**config.mk**
```make
export PLATFORM = sky130hd
export DESIGN_NAME = vttt_ctrl
export DESIGN_NICKNAME = d
export VERILOG_FILES = /design/src/sv/vttt_pkg.sv /design/src/sv/vttt_ctrl.sv
export SDC_FILE = /design/constraint.sdc
export NUM_CORES = 1
export LEC_CHECK = 0
export BUFFER_PORTS_ARGS = -buffer_cell sky130_fd_sc_hd__buf_2
export CAP_MARGIN = 20
export CORE_AREA = 2 2 39 41
export DETAILED_ROUTE_END_ITERATION = 12
export DIE_AREA = 0 0 41 43
export GPL_ROUTABILITY_DRIVEN = 0
export HOLD_SLACK_MARGIN = 0.08
export PLACE_DENSITY = 0.35
export SETUP_SLACK_MARGIN = 0.4
export SLEW_MARGIN = 20
export SYNTH_ARGS = -nofsm -noshare
export SYNTH_HDL_FRONTEND = slang
export SYNTH_SLANG_ARGS = --single-unit
```
**constraint.sdc**
```tcl
create_clock -name i_clk -period 1.4 [get_ports i_clk]
set_clock_uncertainty 0.15 [all_clocks]
set_input_delay 0.28 -clock i_clk [delete_from_list [all_inputs] [get_ports i_clk]]
set_output_delay 0.28 -clock i_clk [all_outputs]
set_load 0.05 [all_outputs]
```
**src/sv/vttt_pkg.sv**
```systemverilog
// Shared types and codes for the vote threshold tally table.
package vttt_pkg;

    // Field widths of one beat
    localparam int FUNC_W   = 2;
    localparam int WORD_W   = 64;
    localparam int ID_W     = 4 * WORD_W;
    localparam int KIND_W   = 8;
    localparam int THRESH_W = 16;
    localparam int TOTAL_W  = 32;
    localparam int CODE_W   = 2;

    localparam int S_TDATA_W = 264;  // id words, vote kind
    localparam int M_TDATA_W = 104;  // result fields, padded to whole bytes

    localparam logic [THRESH_W-1:0] THRESH_RESET = 16'd15;

    // Operation selector
    localparam logic [FUNC_W-1:0] FUNC_ADD   = 2'd0;
    localparam logic [FUNC_W-1:0] FUNC_VOTE  = 2'd1;
    localparam logic [FUNC_W-1:0] FUNC_QUERY = 2'd2;

    // Vote kinds
    localparam logic [KIND_W-1:0] KIND_PREFER = 8'd0;
    localparam logic [KIND_W-1:0] KIND_ACCEPT = 8'd1;
    localparam logic [KIND_W-1:0] KIND_REJECT = 8'd2;

    // Error codes
    localparam logic [CODE_W-1:0] ERR_NONE    = 2'd0;
    localparam logic [CODE_W-1:0] ERR_PRESENT = 2'd1;
    localparam logic [CODE_W-1:0] ERR_UNKNOWN = 2'd2;
    localparam logic [CODE_W-1:0] ERR_FULL    = 2'd3;

    // Block status codes
    localparam logic [CODE_W-1:0] BST_UNKNOWN    = 2'd0;
    localparam logic [CODE_W-1:0] BST_PROCESSING = 2'd1;
    localparam logic [CODE_W-1:0] BST_ACCEPTED   = 2'd2;
    localparam logic [CODE_W-1:0] BST_REJECTED   = 2'd3;

    // Decision events
    localparam logic [CODE_W-1:0] EVT_NONE   = 2'd0;
    localparam logic [CODE_W-1:0] EVT_ACCEPT = 2'd1;
    localparam logic [CODE_W-1:0] EVT_REJECT = 2'd2;

    typedef enum logic [1:0] {
        S_IDLE,
        S_CMP,
        S_UPD
    } t_ctrl_state;

    // Controller to datapath
    typedef struct packed {
        logic load_in;
        logic do_cmp;
        logic do_upd;
    } t_cmd;

    // Datapath to controller
    typedef struct packed {
        logic out_free;
    } t_stat;

endpackage

```
**src/sv/vttt_ctrl.sv**
```systemverilog
// Sequencer: capture, compare, update.
module vttt_ctrl (
    input  logic          i_clk,
    input  logic          i_rst_n,
    input  logic          i_in_valid,
    output logic          o_in_ready,
    input  vttt_pkg::t_stat i_stat,
    output vttt_pkg::t_cmd  o_cmd
);
    import vttt_pkg::*;

    t_ctrl_state r_state;
    t_ctrl_state n_state;
    logic        w_ready;

    always_ff @(posedge i_clk) begin
        if (!i_rst_n) begin
            r_state <= S_IDLE;
        end else begin
            r_state <= n_state;
        end
    end

    // Next state
    always_comb begin
        n_state = r_state;
        unique case (r_state)
            S_IDLE: begin
                if (i_in_valid) n_state = S_CMP;
            end
            S_CMP: begin
                n_state = S_UPD;
            end
            S_UPD: begin
                if (i_stat.out_free) n_state = i_in_valid ? S_CMP : S_IDLE;
            end
            default: n_state = S_IDLE;
        endcase
    end

    // Outputs
    always_comb begin
        w_ready = 1'b0;
        o_cmd   = '0;
        unique case (r_state)
            S_IDLE: begin
                w_ready = 1'b1;
            end
            S_CMP: begin
                o_cmd.do_cmp = 1'b1;
            end
            S_UPD: begin
                w_ready      = i_stat.out_free;
                o_cmd.do_upd = i_stat.out_free;
            end
            default: begin
                w_ready = 1'b0;
            end
        endcase
        o_cmd.load_in = w_ready & i_in_valid;
    end

    assign o_in_ready = w_ready;

endmodule

```
==> Word level (Yosys, flattened, before mapping) <==
Cells that the tools add are included.
{ "classes": {"n_eq_ne": 4, "muxes": 7, "n_bitwise": 1, "n_reduce_logical": 2} }
{ "ops": {"columns": ["op", "n"], "rows": [
  ["case mux 2 bit (3 select lines)", 1],
  ["2-to-1 mux 2 bit", 2],
  ["inequality test 2 bit (second input constant)", 2],
  ["2-to-1 mux 1 bit", 3],
  ["equality test 2 x 1 -> 1 bit (second input constant)", 1],
  ["equality test 2 bit (second input constant)", 1],
  ["logical NOT 2 bit", 1],
  ["case mux 1 bit (2 select lines)", 1],
  ["AND reduction 2 bit", 1],
  ["AND 1 bit", 1]
]} }
{ "totals": {"reg_bits": 2, "in_bits": 4, "output_inout_bits": 4} }

==> Longest topological paths before layout <==
{ "logic_depth": {"word_depth": 3, "depth_mapped": 2, "depth_no_buf": 2} }

==> Worst setup path after synthesis <==
Ideal clock, no wire load.
{ "synth_path": {"path_type": "flip-flop to output port", "from": "register r_state[1]", "to": "output o_cmd[2] in the netlist's numbering", "arrival_time_ns": 1.607, "t_required_ns": 0.970, "path_slack_ns": -0.637, "path_stages_with_launch": 3, "path_buffers": 0, "path_cell_list": "dfxtp_1 > nor2b_1 > nor3b_1"} }
{ "synth_lines": {"columns": ["item", "line", "text"], "rows": [
  ["from (decl)", "vttt_ctrl.sv:12", "t_ctrl_state r_state;"],
  ["from (signal assigned)", "vttt_ctrl.sv:20", "r_state <= n_state;"],
  ["to (decl)", "vttt_ctrl.sv:8", "output vttt_pkg::t_cmd o_cmd"]
]} }

==> metrics <==
pre-CTS WS 0.0481 ns; worst setup path class flip-flop to primary output; fin crit period 1.46 ns; Iteration-0 DRC Markers 0; CTS Buf Count 3; worst slew pin tran 0.182 ns; Initial Utilization 8.05%; Final Core Density between 20% and 30%; Worst VDD drop 386 µV; ratio of cells with drive above 1 in the final layout 89.3%; DP Wirelength 216 µm; final worst setup slack -0.0642 ns; crit start category flip-flop; Seq/Total Area, Yosys 36.0%; clk slew on worst S/H paths around 0.030 ns; pin count of the biggest net entering global routing 7; Syn Nets 16; CORE AREA 1380 µm²; Static Leak 0.131 nW; unique cell type count in the Yosys netlist 9; largest registers r_state (2); WP data required 0.97 ns; RSZ-0062 raised after global routing true; setup violators final 3; GRT Util Overall 6.12%; via count about 150; post-route ant nets 0; die footprint about 1800 µm²; fin crit share 105%; max reg flops 2; Synth Instances 12; Die X ~40 µm; total wire length 385 µm; Slew HR 87.7%; DRC Markers 0; pwr dens 978 nW/µm²; top cells by area, synth dfxtp_1 (36%), nor4bb_2 (15%), nor3b_1 (13%); Avg Inst Size Synth 9.28 µm²; hold slack 0.129 ns; vias in the first global route 147; total congestion overflow 0; Rows 14; post-synth top area share around 36%; leading area contributor after synthesis dfxtp_1; CTS tree done; Root Buffer clkbuf_4; CTS Sinks 2; Fmax 0.683 GHz; drt wl/cell 8.75 µm; Synth warnings 0; Yosys reg bits 2; Die H ~43 µm; final layout net count 33; failing checks negative setup slack; I/O pin count 8; CP max FO 4; antenna violations before repair 0; commonest cells after routing, fill and taps aside buf_6 (7), clkbuf_4 (3), buf_2 (3), buf_4 (3); Slew Limit Fails 0; Port Buffers 7; Avg Vias per Cell 3.30; Post-CTS Hold Fix Bufs 0; crit path DAT 1.03 ns; ANT cells 0; min-delay worst type input pin to flip-flop; Max Cap Viol 0; clock latency on the worst-skew pair ~0.23 ns; Crit. End Element primary output; most common cell after layout, fill and taps aside buf_6; Post-Syn Area 111 µm²; Largest Register r_state; H-tree depth 1; outcome finished with violations; Max clock buf depth 2; wire length of the first global-routing pass 593 µm; area grow syn2layout 173%; Detailed Routing Iterations Pass 1 1; Fin. Hold Viols 0
cell usage after synthesis:
library cell	instances
and2b_1	1
buf_4	1
dfxtp_1	2
nand2_1	1
nor2_1	2
nor2b_1	1
nor3b_1	2
nor4bb_2	1
o21a_1	1
cell type report:
cell class | count | area (µm²)
sequential | 2 | 45.0
tap | 16 | 20.0
timing repair buffer | 13 | 116
fill | 156 | 1080
multi-input combinational | 9 | 96.3
clock buffer | 4 | 26.3
worst max-delay path, stage by stage, from the launching register on:
cell and delay (ns):
dfxtp_2 0.32, nor2b_4 0.14, nor3b_4 0.18, buf_6 0.18
where the power goes:
group / internal (mW) / switching, mW / leakage (nW)
clock: 0.106 / 0.0376 / 0.0150
combinational: 0.0429 / 0.0446 / 0.0987
sequential: 0.0606 / 0.00557 / 0.0175
cell families (layout without fill, tap and decap cells):
logic type	Yosys count	in the layout	share of synthesized area, %
simple gates	8	8	50.6
compound gates	1	1	6.74
flops	2	2	36.0
buf+inv	1	17	6.74
worst paths after layout:
path | start | endpoint | slack [ns] | cells past startpoint
worst max register to register | r_state[0]$_SDFFE_PN0P_ | r_state[1]$_SDFFE_PN0P_ | 0.17 | 4
worst min register to register | r_state[0]$_SDFFE_PN0P_ | r_state[0]$_SDFFE_PN0P_ | 0.33 | 1
worst max-delay path | r_state[1]$_SDFFE_PN0P_ | o_cmd[2] | -0.06 | 3
worst min-delay path | i_rst_n | r_state[1]$_SDFFE_PN0P_ | 0.13 | 2
routing by layer:
metal | track usage, % | wire (µm)
met2 | 6.25 | 177
met1 | 5.45 | 154
met3 | 7.85 | 52
met4 | 6.00 | 0
met5 | 0 | 0
stage by stage:
stage          TNS, ns  cells  instance area [µm²]  total power [mW]
6_report       -0.0705     44                  304             0.297
2_1_floorplan        0     12                  149             0.115
3_3_place_gp         0     34                  193             0.125
3_5_place_dp         0     34                  193             0.126
4_1_cts        -0.0885     41                  269             0.297
5_1_grt         -0.266     44                  304             0.321
timing repair:
action | CTS | global route
endpoints found under the setup margin | 4 | 6
pin swaps | 3 | 2
gates resized for setup | 9 | 4
hold endpoints to repair | 0 | 0
buffers inserted | 3 | 3
Power figures use the tool's default switching activity.
